--- src/rtl/psq_pkg.sv ---
// Package for the priority sorted task queue.
// Holds sizes, request and status codes, and the controller/datapath bundles.
// No dependencies.
package psq_pkg;

    // Queue size and derived widths.
    localparam int DEPTH = 16;
    localparam int IDX_W = $clog2(DEPTH);
    localparam int CNT_W = 5;
    localparam int ID_W  = 16;
    localparam int PRI_W = 8;

    // Request codes.
    localparam logic [1:0] REQ_INSERT = 2'd0;
    localparam logic [1:0] REQ_REMOVE = 2'd1;
    localparam logic [1:0] REQ_SORT   = 2'd2;

    // Status codes.
    localparam logic [1:0] ST_DONE      = 2'd0;
    localparam logic [1:0] ST_FULL      = 2'd1;
    localparam logic [1:0] ST_NOT_FOUND = 2'd2;

    // Commands from the controller to the datapath.
    typedef struct packed {
        logic       capture;
        logic       do_insert;
        logic       scan_start;
        logic       scan_step;
        logic       do_shift;
        logic       sort_start;
        logic       sort_pass;
        logic       status_we;
        logic [1:0] status;
        logic       load_out;
    } t_dp_cmd;

    // Status from the datapath to the controller.
    typedef struct packed {
        logic [1:0] req_type;
        logic       full;
        logic       hit;
        logic       scan_last;
        logic       sort_last;
    } t_dp_stat;

endpackage

--- src/rtl/psq_datapath.sv ---
// Datapath of the priority sorted task queue: slot storage, count, scan
// pointer, sort pass counter and the result register.
// Depends on psq_pkg.
module psq_datapath (
    input  logic                        i_clk,
    input  logic                        i_rst_n,
    input  psq_pkg::t_dp_cmd            i_cmd,
    output psq_pkg::t_dp_stat           o_stat,
    input  logic [1:0]                  i_req_type,
    input  logic [psq_pkg::ID_W-1:0]    i_entry_id,
    input  logic [psq_pkg::PRI_W-1:0]   i_entry_priority,
    output logic [1:0]                  o_status,
    output logic [psq_pkg::CNT_W-1:0]   o_entry_count,
    output logic [psq_pkg::ID_W-1:0]    o_head_id,
    output logic [psq_pkg::PRI_W-1:0]   o_head_priority
);

    // Captured request.
    logic [1:0]                r_req_type;
    logic [psq_pkg::ID_W-1:0]  r_req_id;
    logic [psq_pkg::PRI_W-1:0] r_req_pri;

    // Slot storage and bookkeeping.
    logic [psq_pkg::ID_W-1:0]  r_slot_id  [psq_pkg::DEPTH];
    logic [psq_pkg::PRI_W-1:0] r_slot_pri [psq_pkg::DEPTH];
    logic [psq_pkg::ID_W-1:0]  n_slot_id  [psq_pkg::DEPTH];
    logic [psq_pkg::PRI_W-1:0] n_slot_pri [psq_pkg::DEPTH];
    logic [psq_pkg::CNT_W-1:0] r_count;
    logic [psq_pkg::CNT_W-1:0] n_count;
    logic [psq_pkg::IDX_W-1:0] r_ptr;
    logic [psq_pkg::CNT_W-1:0] r_pass;
    logic [1:0]                r_status;

    // Result register.
    logic [1:0]                r_out_status;
    logic [psq_pkg::CNT_W-1:0] r_out_count;
    logic [psq_pkg::ID_W-1:0]  r_out_id;
    logic [psq_pkg::PRI_W-1:0] r_out_pri;

    logic [psq_pkg::CNT_W-1:0] ptr_next;
    logic [psq_pkg::CNT_W-1:0] pass_next;

    assign ptr_next  = psq_pkg::CNT_W'(r_ptr) + psq_pkg::CNT_W'(1);
    assign pass_next = r_pass + psq_pkg::CNT_W'(1);

    // Status back to the controller.
    always_comb begin
        o_stat.req_type  = r_req_type;
        o_stat.full      = (r_count >= psq_pkg::CNT_W'(psq_pkg::DEPTH));
        o_stat.hit       = (psq_pkg::CNT_W'(r_ptr) < r_count) &&
                           (r_slot_id[r_ptr] == r_req_id);
        o_stat.scan_last = (ptr_next >= r_count);
        o_stat.sort_last = (pass_next >= r_count);
    end

    // Next slot contents: append, shift toward the head, or one sort pass.
    always_comb begin
        n_slot_id  = r_slot_id;
        n_slot_pri = r_slot_pri;
        n_count    = r_count;
        if (i_cmd.do_insert) begin
            n_slot_id[r_count[psq_pkg::IDX_W-1:0]]  = r_req_id;
            n_slot_pri[r_count[psq_pkg::IDX_W-1:0]] = r_req_pri;
            n_count = r_count + psq_pkg::CNT_W'(1);
        end else if (i_cmd.do_shift) begin
            for (int k = 0; k < psq_pkg::DEPTH - 1; k++) begin
                if (psq_pkg::IDX_W'(k) >= r_ptr) begin
                    n_slot_id[k]  = r_slot_id[k+1];
                    n_slot_pri[k] = r_slot_pri[k+1];
                end
            end
            n_count = r_count - psq_pkg::CNT_W'(1);
        end else if (i_cmd.sort_pass) begin
            // Odd-even transposition: disjoint neighbor pairs of one parity.
            for (int j = 0; j < psq_pkg::DEPTH - 1; j++) begin
                if (((j % 2) == int'(r_pass[0])) &&
                    (psq_pkg::CNT_W'(j + 1) < r_count) &&
                    (r_slot_pri[j] < r_slot_pri[j+1])) begin
                    n_slot_id[j]    = r_slot_id[j+1];
                    n_slot_pri[j]   = r_slot_pri[j+1];
                    n_slot_id[j+1]  = r_slot_id[j];
                    n_slot_pri[j+1] = r_slot_pri[j];
                end
            end
        end
    end

    // Slot storage carries no reset.
    always_ff @(posedge i_clk) begin
        r_slot_id  <= n_slot_id;
        r_slot_pri <= n_slot_pri;
    end

    // Count is control state.
    always_ff @(posedge i_clk) begin
        if (!i_rst_n) begin
            r_count <= '0;
        end else begin
            r_count <= n_count;
        end
    end

    // Request capture, scan pointer, pass counter, status and result.
    always_ff @(posedge i_clk) begin
        if (i_cmd.capture) begin
            r_req_type <= i_req_type;
            r_req_id   <= i_entry_id;
            r_req_pri  <= i_entry_priority;
        end
        if (i_cmd.scan_start) begin
            r_ptr <= '0;
        end else if (i_cmd.scan_step) begin
            r_ptr <= r_ptr + psq_pkg::IDX_W'(1);
        end
        if (i_cmd.sort_start) begin
            r_pass <= '0;
        end else if (i_cmd.sort_pass) begin
            r_pass <= pass_next;
        end
        if (i_cmd.status_we) begin
            r_status <= i_cmd.status;
        end
        if (i_cmd.load_out) begin
            r_out_status <= r_status;
            r_out_count  <= r_count;
            r_out_id     <= (r_count != '0) ? r_slot_id[0]  : '0;
            r_out_pri    <= (r_count != '0) ? r_slot_pri[0] : '0;
        end
    end

    assign o_status        = r_out_status;
    assign o_entry_count   = r_out_count;
    assign o_head_id       = r_out_id;
    assign o_head_priority = r_out_pri;

endmodule

--- src/rtl/psq_control.sv ---
// Controller of the priority sorted task queue: sequences insert, remove
// and sort, and owns the input and output handshakes.
// Depends on psq_pkg.
module psq_control (
    input  logic               i_clk,
    input  logic               i_rst_n,
    input  logic               i_in_valid,
    output logic               o_in_stall,
    output logic               o_out_valid,
    input  logic               i_out_stall,
    input  psq_pkg::t_dp_stat  i_stat,
    output psq_pkg::t_dp_cmd   o_cmd
);

    typedef enum logic [2:0] {
        S_IDLE,
        S_DECODE,
        S_SEARCH,
        S_SHIFT,
        S_SORT,
        S_DONE
    } t_state;

    t_state r_state;
    t_state n_state;
    logic   r_out_valid;
    logic   n_out_valid;

    // Next state, commands and result valid.
    always_comb begin
        n_state     = r_state;
        o_cmd       = '0;
        n_out_valid = r_out_valid && i_out_stall;
        unique case (r_state)
            S_IDLE: begin
                if (i_in_valid) begin
                    o_cmd.capture = 1'b1;
                    n_state       = S_DECODE;
                end
            end
            S_DECODE: begin
                o_cmd.status_we = 1'b1;
                o_cmd.status    = psq_pkg::ST_DONE;
                unique case (i_stat.req_type)
                    psq_pkg::REQ_INSERT: begin
                        if (i_stat.full) begin
                            o_cmd.status = psq_pkg::ST_FULL;
                        end else begin
                            o_cmd.do_insert = 1'b1;
                        end
                        n_state = S_DONE;
                    end
                    psq_pkg::REQ_REMOVE: begin
                        o_cmd.scan_start = 1'b1;
                        n_state          = S_SEARCH;
                    end
                    psq_pkg::REQ_SORT: begin
                        o_cmd.sort_start = 1'b1;
                        n_state          = S_SORT;
                    end
                    default: begin
                        n_state = S_DONE;
                    end
                endcase
            end
            S_SEARCH: begin
                if (i_stat.hit) begin
                    n_state = S_SHIFT;
                end else if (i_stat.scan_last) begin
                    o_cmd.status_we = 1'b1;
                    o_cmd.status    = psq_pkg::ST_NOT_FOUND;
                    n_state         = S_DONE;
                end else begin
                    o_cmd.scan_step = 1'b1;
                end
            end
            S_SHIFT: begin
                o_cmd.do_shift = 1'b1;
                n_state        = S_DONE;
            end
            S_SORT: begin
                o_cmd.sort_pass = 1'b1;
                if (i_stat.sort_last) begin
                    n_state = S_DONE;
                end
            end
            S_DONE: begin
                if (!r_out_valid || !i_out_stall) begin
                    o_cmd.load_out = 1'b1;
                    n_out_valid    = 1'b1;
                    n_state        = S_IDLE;
                end
            end
            default: begin
                n_state = S_IDLE;
            end
        endcase
    end

    // State and result valid.
    always_ff @(posedge i_clk) begin
        if (!i_rst_n) begin
            r_state     <= S_IDLE;
            r_out_valid <= 1'b0;
        end else begin
            r_state     <= n_state;
            r_out_valid <= n_out_valid;
        end
    end

    assign o_in_stall  = (r_state != S_IDLE);
    assign o_out_valid = r_out_valid;

endmodule

--- src/rtl/priority_sorted_task_queue.sv ---
// Priority sorted task queue: a 16-entry queue of (id, priority) words.
// Top level; instantiates psq_control and psq_datapath, uses psq_pkg.
//
// Usage: a request word (i_req_type, i_entry_id, i_entry_priority) is taken
// when i_in_valid is high and o_in_stall is low. Insert appends at the tail
// or reports full; remove deletes the first entry with the id and closes
// the gap, or reports not found; sort orders the entries by descending
// priority, keeping the order of equal priorities. Every request yields
// one result word: status, entry count and the head entry (zero if empty),
// offered on o_out_valid and taken when i_out_stall is low.
// The remove scan steps one slot per cycle and the sort runs one odd-even
// transposition pass per cycle.
// One request is worked on at a time; a new one is taken as soon as the
// previous result is in the output register, even if that is stalled.
// A finished result waits while the output register is still held.
// Reset (synchronous, active low) empties the queue and drops any result.
module priority_sorted_task_queue (
    input  logic                        i_clk,
    input  logic                        i_rst_n,
    input  logic                        i_in_valid,
    output logic                        o_in_stall,
    input  logic [1:0]                  i_req_type,
    input  logic [psq_pkg::ID_W-1:0]    i_entry_id,
    input  logic [psq_pkg::PRI_W-1:0]   i_entry_priority,
    output logic                        o_out_valid,
    input  logic                        i_out_stall,
    output logic [1:0]                  o_status,
    output logic [psq_pkg::CNT_W-1:0]   o_entry_count,
    output logic [psq_pkg::ID_W-1:0]    o_head_id,
    output logic [psq_pkg::PRI_W-1:0]   o_head_priority
);

    psq_pkg::t_dp_cmd  cmd;
    psq_pkg::t_dp_stat stat;

    // Sequencer.
    psq_control u_control (
        .i_clk       (i_clk),
        .i_rst_n     (i_rst_n),
        .i_in_valid  (i_in_valid),
        .o_in_stall  (o_in_stall),
        .o_out_valid (o_out_valid),
        .i_out_stall (i_out_stall),
        .i_stat      (stat),
        .o_cmd       (cmd)
    );

    // Storage and result register.
    psq_datapath u_datapath (
        .i_clk            (i_clk),
        .i_rst_n          (i_rst_n),
        .i_cmd            (cmd),
        .o_stat           (stat),
        .i_req_type       (i_req_type),
        .i_entry_id       (i_entry_id),
        .i_entry_priority (i_entry_priority),
        .o_status         (o_status),
        .o_entry_count    (o_entry_count),
        .o_head_id        (o_head_id),
        .o_head_priority  (o_head_priority)
    );

endmodule

--- config.mk ---
export PLATFORM = sky130hd
export DESIGN_NAME = priority_sorted_task_queue
export DESIGN_NICKNAME = d
export VERILOG_FILES = /design/src/rtl/psq_pkg.sv /design/src/rtl/psq_datapath.sv /design/src/rtl/psq_control.sv /design/src/rtl/priority_sorted_task_queue.sv
export SDC_FILE = /design/constraint.sdc
export NUM_CORES = 1
export LEC_CHECK = 0
export BUFFER_PORTS_ARGS = -buffer_cell sky130_fd_sc_hd__buf_2
export CAP_MARGIN = 20
export CORE_ASPECT_RATIO = 0.7
export CORE_MARGIN = 4
export CORE_UTILIZATION = 30
export DETAILED_ROUTE_END_ITERATION = 12
export PLACE_DENSITY = 0.51
export RECOVER_POWER = 50
export SYNTH_ARGS = -nofsm -noshare
export SYNTH_HDL_FRONTEND = slang
export SYNTH_SLANG_ARGS = --single-unit
export TNS_END_PERCENT = 1
--- constraint.sdc ---
create_clock -name i_clk -period 6.2 [get_ports i_clk]
set_input_delay 0.93 -clock i_clk [delete_from_list [all_inputs] [get_ports i_clk]]
set_output_delay 0.93 -clock i_clk [all_outputs]
set_load 0.005 [all_outputs]
==> impl_metrics.json, run 1 <==
{
  "fin_crit_ns": 5.40,
  "synth.mux.area_fraction": 0.0733,
  "cp_cell_sequence": "clkbuf_1 -> mux4_2 -> mux2i_1 -> nand2_1 -> o21ai_0 -> xnor2_1 -> nor4_2 -> nand4_1 -> nand3_2 -> mux2_1",
  "min_path_type": "reg2reg",
  "worstReg2RegStart": "u_datapath.r_ptr[1]$_SDFFE_PP0P_",
  "r2r-end": "u_datapath.r_ptr[1]$_SDFFE_PP0P_",
  "clk_pin_slew_worst_paths_ns": 0.06,
  "drc": 0,
  "start_kind": "flip-flop",
  "r2r_slack_ns": 0.80,
  "tritoncts": "done",
  "grt_max_degree": 68,
  "dieWidth_um": 362,
  "synth_top_family_by_area": "compound AO/OA/AOI/OAI gates",
  "routed_via_density": 5.84,
  "final_common_cell": "edfxtp_1",
  "slowest_stage": "clkbuf_1",
  "cts_buffers": 51,
  "synth-xor-area-share": 0.00997,
  "cts_root_buf": "clkbuf_16",
  "cp_max_fo": 24,
  "die_area_sq_um": 92700,
  "cts_resized": 0,
  "failed_checks": "max-capacitance violations, max-slew violations",
  "cts-hold-fix-buffers": 0,
  "avgRoutedWirePerCell_um": 26.5,
  "final_max_slew_viol_count": 256,
  "synth_simple_gate_area_frac": 0.100,
  "crit_start": "u_datapath.r_ptr[1]$_SDFFE_PP0P_",
  "die_y_um": 256,
  "rr_worst_depth": 10,
  "syn-num-nets": 2400,
  "vias": 20000,
  "peakVddDrop_v": 0.000192,
  "critPathArrivalTime_ns": 5.90,
  "max_freq_ghz": 0.185,
  "max_stage_delay_ns": 1.49,
  "first_pass_iters": 6,
  "clockBufferDepth": 3,
  "worst_slew_pin_slew_ns": 2.12,
  "syn_area_per_cell_sq_um": 11.8,
  "worst-path-buf-inv": 1,
  "rsz0062_at_grt": "false",
  "drive_above_1_share": 0.123,
  "power.density_nw_per_um2": 274,
  "maxCapViolCount": 10,
  "ys_async_sr_fraction": 0,
  "hpwl_um": 62600,
  "syn-instance-count": 2238,
  "status": "complete, but fails checks",
  "drt_wl_total_um": 90800,
  "ys_seq_area_frac": 0.519,
  "layout_common_cells": "edfxtp_1 (443), nor2_1 (349), a221o_1 (313)",
  "drtIter0Drc": 2537,
  "setup_viol": 0,
  "cp_top_family": "buffers and inverters",
  "synthFlopType": "edfxtp_1",
  "port_buffers": 62,
  "cp-endpoint": "u_datapath.r_ptr[1]$_SDFFE_PP0P_",
  "syn_area_sq_um": 26400,
  "synth_edf_count": 443,
  "p_leak_nw": 10.1,
  "antenna_found_initial": 0,
  "syn_to_final_growth_pct": 12.4,
  "antenna_left": 0,
  "skew_ns": 0.0135,
  "synth_cell_types": 69,
  "htree_num_levels": 2,
  "grt.overflow.total": 0,
  "grt_pass1_vias": 19100,
  "totalNegativeSetupSlack_ns": 0,
  "finalHoldViolations": 0,
  "clock_sinks": 461,
  "synth_seq_cells": 461,
  "synth_fa_ha_area_frac": 0.0627,
  "globalRouteTotalUtil": 0.190,
  "initial_core_util": 0.304,
  "core-area_sq_um": 86600,
  "worst-setup-path-type": "reg2reg",
  "fin_crit_sh": 0.872,
  "layout.nets": 2400,
  "clock_latency_ns": 0.61,
  "synth-compound-area-share": 0.190,
  "worst_setup_path_end_kind": "flip-flop",
  "io_pins": 63,
  "cp.depth": 10,
  "yosysWarnings": 0,
  "globalplace.congestion": 0.865,
  "slew_headroom": -0.412,
  "final.fill_count": 8462,
  "crit_required_ns": 6.70,
  "power_w": 0.00811,
  "postCtsSetupBuffers": 0,
  "grt_pass1_wl_um": 133000,
  "rows": 90
}
## flip-flops by register name, summed over array words and instances, names as in the netlist, 4 cells and up
signal and cells:
u_datapath.o_entry_count 5, u_datapath.o_head_id 16, u_datapath.o_head_priority 8, u_datapath.r_count 5, u_datapath.r_pass 5, u_datapath.r_ptr 4
u_datapath.r_req_id 16, u_datapath.r_req_pri 8, u_datapath.r_slot_id 256, u_datapath.r_slot_pri 128
## worst min-delay path by stage
stage	end	from	slack (ns)	cells past startpoint
floorplan	u_datapath.o_status[0]$_DFFE_PP_	u_datapath.r_status[0]$_SDFFCE_PN0P_	0.40	0
global placement	u_datapath.o_status[0]$_DFFE_PP_	u_datapath.r_status[0]$_SDFFCE_PN0P_	0.42	0
detailed placement	u_datapath.o_status[1]$_DFFE_PP_	u_datapath.r_status[1]$_SDFFCE_PN0P_	0.42	0
CTS	u_datapath.o_status[1]$_DFFE_PP_	u_datapath.r_status[1]$_SDFFCE_PN0P_	0.43	0
global route	u_datapath.o_status[1]$_DFFE_PP_	u_datapath.r_status[1]$_SDFFCE_PN0P_	0.44	0
finish	u_datapath.o_status[1]$_DFFE_PP_	u_datapath.r_status[1]$_SDFFCE_PN0P_	0.43	0
## per-layer routing
metal  part of all wire  wire length (um)  track usage  vias to the layer above
li1                   -                 -            -                     8727
met1               0.48             43500        0.294                    10200
met2               0.38             34800        0.249                     1030
met3               0.12             10900       0.0672                      105
met4              0.019              1710       0.0419                        0
met5                  0                 0            0                        -
## metrics by stage
| step | instances | hold slack, ns | utilization | setup slack [ns] | cell area (sq um) |
|---|---|---|---|---|---|
| 2_1_floorplan | 2238 | 0.400 | - | 0.179 | 26400 |
| 3_3_place_gp | 3333 | 0.417 | 0.324 | 2.00 | 28000 |
| 4_1_cts | 3427 | 0.431 | 0.342 | 1.75 | 29700 |
| 5_1_grt | 3428 | 0.439 | 0.342 | 0.682 | 29600 |
| 3_5_place_dp | 3334 | 0.415 | 0.324 | 1.78 | 28100 |
| 6_report | 3429 | 0.428 | 0.342 | 0.796 | 29600 |
## Yosys cell counts, drive strengths merged (17+ instances only)
cell / number / area share
mux2i: 50 / 0.019
xnor2: 19 / 0.0063
a221o: 313 / 0.12
edfxtp: 443 / 0.50
mux4: 60 / 0.051
nor2: 359 / 0.051
a22o: 17 / 0.0057
buf: 46 / 0.011
o21ai: 61 / 0.012
clkbuf: 118 / 0.017
inv: 124 / 0.018
a21oi: 56 / 0.011
a21o: 53 / 0.015
ha: 132 / 0.063
nand2: 137 / 0.020
nand2b: 21 / 0.0050
nor2b: 38 / 0.0090
dfxtp: 18 / 0.014
o22ai: 28 / 0.0066
## layout make-up
class | count | area (sq um) | share of cell area
diodes | 1 | 2.50 | 0.0000845
repair buffers | 111 | 637 | 0.0215
inverters | 124 | 465 | 0.0157
flip-flops and latches | 461 | 13700 | 0.462
multi-input cells | 1489 | 11800 | 0.398
clock buffers | 64 | 1370 | 0.0462
well taps | 1150 | 1440 | 0.0486
clock inverters | 29 | 229 | 0.00773
## cell families after synthesis
logic type,Yosys count
and+or+nand+nor,615
AOI/OAI and AO/OA,595
DFF,461
buffers and inverters,288
muxes,117
xor gates and xnor gates,30
adders and majority gates,132
## report_power, final
part / internal, W / total [W] / switching (W)
sequential: 0.00364 / 0.00391 / 0.000263
clock: 0.00169 / 0.00302 / 0.00134
combinational: 0.000431 / 0.00117 / 0.000743
total: 0.00576 / 0.00811 / 0.00234
(Power assumes the default switching activity.)
==> inputs of run 2 (changes only) <==
--- a/config.mk
+++ b/config.mk
@@ -8,9 +8,10 @@
 export BUFFER_PORTS_ARGS = -buffer_cell sky130_fd_sc_hd__buf_2
 export CAP_MARGIN = 20
 export CORE_ASPECT_RATIO = 0.7
-export CORE_MARGIN = 4
+export CORE_MARGIN = 2
 export CORE_UTILIZATION = 30
 export DETAILED_ROUTE_END_ITERATION = 12
+export MAX_ROUTING_LAYER = met4
 export PLACE_DENSITY = 0.51
 export RECOVER_POWER = 50
 export SYNTH_ARGS = -nofsm -noshare
==> run 2 against run 1 <==
Against the previous run:
- the flow still finishes with violations (max-capacitance violations, max-slew violations)
- sequential share of layout area down 0.063 points
- via count up 2.2%
- maximum frequency up 6.4%
- setup slack better by 0.33 ns
- clock skew up 0.023 ns
- die area down 2.6%
- worst hold slack worse by 0.0096 ns
- combinational power about the same
- core utilization up 0.056 points
- sequential power about the same
- largest cell class unchanged
- wire length up 1.8%
- critical path type unchanged
- clock-buffer cell count down 1
==> impl_metrics.json, run 2 (synthesized netlist as in run 1, its figures left out) <==
{
  "drtIter0Drc": 2732,
  "drive_above_1_share": 0.124,
  "core-area_sq_um": 86600,
  "globalplace.congestion": 0.900,
  "r2r_slack_ns": 1.12,
  "fin_crit_ns": 5.08,
  "p_comb_frac": 0.146,
  "final.fill_count": 8492,
  "cts_buffers": 51,
  "io_pins": 63,
  "antenna_found_initial": 1,
  "vias": 20500,
  "finalHoldViolations": 0,
  "max_freq_ghz": 0.197,
  "layout_common_cells": "edfxtp_1 (443), nor2_1 (351), a221o_1 (313)",
  "cts_root_buf": "clkbuf_16",
  "worstReg2RegStart": "u_datapath.r_count[4]$_SDFFE_PN0N_",
  "rr_worst_depth": 7,
  "power_w": 0.00803,
  "largest_reg_flops": 256,
  "antenna_cells": 0,
  "drt_wl_total_um": 92400,
  "skew_ns": 0.0360,
  "postCtsSetupBuffers": 0,
  "min_to": "u_datapath.o_status[0]$_DFFE_PP_",
  "fin_crit_sh": 0.819,
  "hpwl_um": 63000,
  "utilization": 0.342,
  "intPower_w": 0.00570,
  "p_sw_w": 0.00233,
  "totalNegativeSetupSlack_ns": 0,
  "placed_area_sq_um": 28200,
  "crit_required_ns": 6.38,
  "cts-hold-fix-buffers": 0,
  "cp_max_fo": 27,
  "start_kind": "flip-flop",
  "setup_viol": 0,
  "min_path_type": "reg2reg",
  "worst_setup_path_end_kind": "flip-flop",
  "htree_num_levels": 2,
  "antenna_left": 0,
  "grt_pass1_vias": 19000,
  "status": "complete, but fails checks",
  "syn_to_final_growth_pct": 12.5,
  "die_area_sq_um": 90300,
  "worst-setup-path-type": "reg2reg",
  "avgRoutedWirePerCell_um": 26.9,
  "grt_pass1_wl_um": 135000,
  "swShare": 0.290,
  "clkPwrFrac": 0.366,
  "peakVddDrop_v": 0.000228,
  "die_y_um": 252,
  "routed_via_density": 5.96,
  "hold_path_depth": 0,
  "first_pass_iters": 5,
  "rows": 90,
  "power.density_nw_per_um2": 271,
  "pre_cts_ws_ns": 2.23,
  "layout.nets": 2411,
  "dieWidth_um": 358,
  "initial_core_util": 0.304,
  "grt.overflow.total": 0,
  "p_leak_nw": 10.1,
  "clock_latency_ns": 0.62,
  "maxCapViolCount": 12,
  "top_register": "u_datapath.r_slot_id",
  "failed_checks": "max-capacitance violations, max-slew violations",
  "globalRouteTotalUtil": 0.205,
  "drc": 0,
  "r2r-end": "u_datapath.r_slot_id[15]$_DFFE_PP_",
  "final_common_cell": "edfxtp_1",
  "fin_area_sq_um": 29700,
  "grt_max_degree": 47,
  "port_buffers": 62,
  "hp-start": "u_datapath.r_status[0]$_SDFFCE_PN0P_",
  "top_regs": "u_datapath.r_slot_id: 256 flops, u_datapath.r_slot_pri: 128 flops",
  "clock_sinks": 461,
  "worst_slew_pin_slew_ns": 2.21,
  "slew_headroom": -0.473,
  "final_max_slew_viol_count": 280,
  "pwr-share-seq": 0.488,
  "critPathArrivalTime_ns": 5.26,
  "cts_resized": 0,
  "clk_pin_slew_worst_paths_ns": 0.06,
  "worst_slack_ns": 1.12,
  "rsz0062_at_grt": "false",
  "clockBufferDepth": 3,
  "tritoncts": "done"
}
## run 2: worst max-delay path by stage
stage | from | end | slack, ns | cells past startpoint
after floorplan | u_control.r_state[0]$_SDFFE_PN0P_ | u_datapath.r_slot_id[240]$_DFFE_PP_ | 0.18 | 7
after global placement | u_datapath.r_count[4]$_SDFFE_PN0N_ | u_datapath.r_slot_id[77]$_DFFE_PP_ | 2.23 | 8
after detailed placement | u_datapath.r_count[4]$_SDFFE_PN0N_ | u_datapath.r_slot_id[77]$_DFFE_PP_ | 2.23 | 8
after CTS | u_datapath.r_count[4]$_SDFFE_PN0N_ | u_datapath.r_slot_id[74]$_DFFE_PP_ | 2.22 | 8
after global routing | u_datapath.r_count[4]$_SDFFE_PN0N_ | u_datapath.r_slot_id[11]$_DFFE_PP_ | 0.96 | 7
final | u_datapath.r_count[4]$_SDFFE_PN0N_ | u_datapath.r_slot_id[15]$_DFFE_PP_ | 1.12 | 7
## run 2: routing by layer
metal | up-vias | wire, um | global-route usage
met2 | 1237 | 36100 | 0.265
met4 | 0 | 1830 | 0.0433
met3 | 137 | 11200 | 0.0508
li1 | 8748 | - | -
met1 | 10400 | 43300 | 0.317
met5 | - | 0 | -
## run 2: power by group through the flow
stage	Combinational, W	Sequential (W)	Clock, W
after floorplan	0.000805	0.00381	0
after global placement	0.00115	0.00396	0
after detailed placement	0.00117	0.00396	0
after CTS	0.00118	0.00390	0.00299
after global routing	0.00127	0.00394	0.00309
final	0.00117	0.00392	0.00294
## run 2: area by class of cell
type                            instances  area, sq um  area share
Clock buffer                           63         1340      0.0453
Clock inverter                         29          206     0.00696
Sequential cell                       461        13700       0.461
Multi-Input combinational cell       1489        11800       0.396
Inverter                              124          465      0.0157
Timing Repair Buffer                  122          776      0.0262
Tap cell                             1150         1440      0.0485
## run 2: critical path, cell delays in order, from the launching register on
cell and delay, ns:
dfxtp_1 0.87, inv_1 0.48, nor3_1 0.51, o21ai_0 0.19
o21ai_2 0.09, clkbuf_2 0.73, a21o_1 0.21, clkbuf_1 1.54
## run 2: stage by stage
stage | std cells | hold WS, ns
floorplan | 2238 | 0.400
global placement | 3339 | 0.429
detailed placement | 3344 | 0.405
CTS | 3436 | 0.420
global route | 3438 | 0.427
finish | 3438 | 0.419
==> inputs of run 3 (changes only) <==
--- a/config.mk
+++ b/config.mk
@@ -12,7 +12,7 @@
 export CORE_UTILIZATION = 30
 export DETAILED_ROUTE_END_ITERATION = 12
 export MAX_ROUTING_LAYER = met4
-export PLACE_DENSITY = 0.51
+export PLACE_DENSITY = 0.49
 export RECOVER_POWER = 50
 export SYNTH_ARGS = -nofsm -noshare
 export SYNTH_HDL_FRONTEND = slang
==> constraint.sdc (replaced) <==
create_clock -name i_clk -period 4.7 [get_ports i_clk]
set_input_delay 0.705 -clock i_clk [delete_from_list [all_inputs] [get_ports i_clk]]
set_output_delay 0.705 -clock i_clk [all_outputs]
set_load 0.005 [all_outputs]
==> run 3 against run 2 <==
Against the previous run:
- via count increased by 0.79%
- combinational power increased by 35%
- clock power increased by 42%
- largest cell class unchanged
- worst hold slack got worse by 0.17 ns
- highest routed layer unchanged
- first-iteration DRC count increased by 9.2%
- non-clock buffer count increased by 30
- sequential cell count unchanged
- critical path type unchanged
- design area increased by 1.1%
- the flow still finishes with violations (max-capacitance violations, max-slew violations)
- sequential share of layout area decreased by 0.49 points
- setup slack got worse by 0.53 ns
- register-to-register slack got worse by 0.53 ns
==> impl_metrics.json, run 3 (synthesized netlist as in run 1, its figures left out) <==
{
  "hpwl_um": 64900,
  "power.density_nw_per_um2": 366,
  "pre_cts_ws_ns": 0.993,
  "hp-start": "i_entry_id[10]",
  "clock_sinks": 461,
  "start_kind": "flip-flop",
  "antenna_found_initial": 0,
  "routed_via_density": 5.95,
  "grt_pass1_wl_um": 138000,
  "layout_common_cells": "edfxtp_1 (443), nor2_1 (354), a221o_1 (313)",
  "port_buffers": 62,
  "peakVddDrop_v": 0.000267,
  "layout.nets": 2441,
  "critPathArrivalTime_ns": 4.59,
  "p_leak_nw": 10.3,
  "cp_max_fo": 19,
  "grt_pass1_vias": 19200,
  "status": "complete, but fails checks",
  "skew_ns": 0.0256,
  "clock_latency_ns": 0.64,
  "dieWidth_um": 358,
  "die_area_sq_um": 90300,
  "totalNegativeSetupSlack_ns": 0,
  "io_pins": 63,
  "die_y_um": 252,
  "cts_root_buf": "clkbuf_16",
  "final.fill_count": 8473,
  "finalHoldViolations": 0,
  "worst_slew_pin_slew_ns": 1.73,
  "htree_num_levels": 2,
  "core-area_sq_um": 86600,
  "worstReg2RegStart": "u_datapath.r_count[4]$_SDFFE_PN0N_",
  "vias": 20600,
  "antenna_left": 0,
  "rsz0062_at_grt": "false",
  "globalplace.congestion": 0.920,
  "slowest_stage": "nand3_1",
  "maxCapViolCount": 2,
  "utilization": 0.346,
  "max_freq_ghz": 0.243,
  "final_common_cell": "edfxtp_1",
  "worst-path-buf-inv": 5,
  "worst_setup_path_end_kind": "flip-flop",
  "failed_checks": "max-capacitance violations, max-slew violations",
  "syn_to_final_growth_pct": 13.7,
  "largest_reg_flops": 256,
  "initial_core_util": 0.304,
  "grt.overflow.total": 0,
  "cts_resized": 0,
  "globalRouteTotalUtil": 0.212,
  "min_path_type": "in2reg",
  "slew_headroom": -0.156,
  "cp_top_family": "buffers and inverters",
  "setup_viol": 0,
  "cp_cell_sequence": "clkbuf_1 -> inv_1 -> clkbuf_1 -> nand3_1 -> nand2_1 -> buf_4 -> nor2_1 -> buf_4 -> a221o_1",
  "drt_wl_total_um": 95000,
  "avgRoutedWirePerCell_um": 27.4,
  "clk_pin_slew_worst_paths_ns": 0.07,
  "fin_crit_ns": 4.11,
  "cts_buffers": 51,
  "first_pass_iters": 5,
  "crit_required_ns": 5.18,
  "cts-hold-fix-buffers": 0,
  "fin_crit_sh": 0.875,
  "grt_max_degree": 88,
  "seq_area_sq_um": 13700,
  "drc": 0,
  "top_register": "u_datapath.r_slot_id",
  "drtIter0Drc": 2983,
  "final_max_slew_viol_count": 55,
  "rows": 90,
  "top_regs": "u_datapath.r_slot_id: 256 flops, u_datapath.r_slot_pri: 128 flops",
  "crit_start": "u_datapath.r_count[4]$_SDFFE_PN0N_",
  "tritoncts": "done",
  "worst-setup-path-type": "reg2reg",
  "postCtsSetupBuffers": 0,
  "clockBufferDepth": 3,
  "multiInputGateArea_sq_um": 11800,
  "drive_above_1_share": 0.136,
  "antenna_cells": 0,
  "worst_slack_ns": 0.588,
  "max_stage_delay_ns": 0.76
}
## run 3: changes by cell type in the layout (fill, tap and decap cells not counted), moves of 3 or more
cell       before  now
buf_2          46   38
buf_12          0    3
bufinv_16       2    7
clkbuf_1       40   36
nor2_1        351  354
clkbuf_2        1   12
buf_8           4    1
buf_4          38   67
## run 3: layer usage
| layer | wire length [um] | up-vias | global-route usage |
|---|---|---|---|
| met5 | 0 | - | - |
| met4 | 1730 | 0 | 0.0436 |
| met3 | 11500 | 119 | 0.0575 |
| met2 | 36200 | 1278 | 0.266 |
| met1 | 45500 | 10400 | 0.331 |
| li1 | - | 8818 | - |
## run 3: power breakdown
part	internal (W)	total, W	switching [W]
logic	0.000601	0.00158	0.000980
registers	0.00481	0.00521	0.000405
clock network	0.00240	0.00417	0.00178
## run 3: path summary, 6_finish.rpt
kind                                         to  slack, ns  cells past startpoint
max          u_datapath.r_slot_id[50]$_DFFE_PP_       0.59                      9
min           u_datapath.r_req_id[10]$_DFFE_PP_       0.25                      1
max reg2reg  u_datapath.r_slot_id[50]$_DFFE_PP_       0.59                      9
min reg2reg    u_datapath.o_status[0]$_DFFE_PP_       0.42                      0
## run 3: cell type report
cell class,instances,share of cell area
Tap cell,1150,0.0480
Timing Repair Buffer,152,0.0323
Sequential cell,461,0.456
Clock inverter,32,0.0117
Clock buffer,58,0.0442
Inverter,124,0.0155
Multi-Input combinational cell,1489,0.392
## run 3: metrics by stage
stage | total power [W] | area, sq um | hold WS, ns | cells
3_3_place_gp | 0.00683 | 28400 | 0.426 | 3374
6_report | 0.0110 | 30000 | 0.250 | 3466
3_5_place_dp | 0.00685 | 28400 | 0.412 | 3375
4_1_cts | 0.0111 | 30100 | 0.216 | 3465
5_1_grt | 0.0114 | 30000 | 0.236 | 3466
2_1_floorplan | 0.00609 | 26400 | 0.400 | 2238
## run 3: worst register-to-register path, cell delays in order, from the launching register on
cell      delay [ns]
dfxtp_1         0.36
clkbuf_1        0.68
inv_1           0.15
clkbuf_1        0.37
nand3_1         0.76
nand2_1         0.11
buf_4           0.24
nor2_1          0.66
buf_4           0.43
a221o_1         0.21
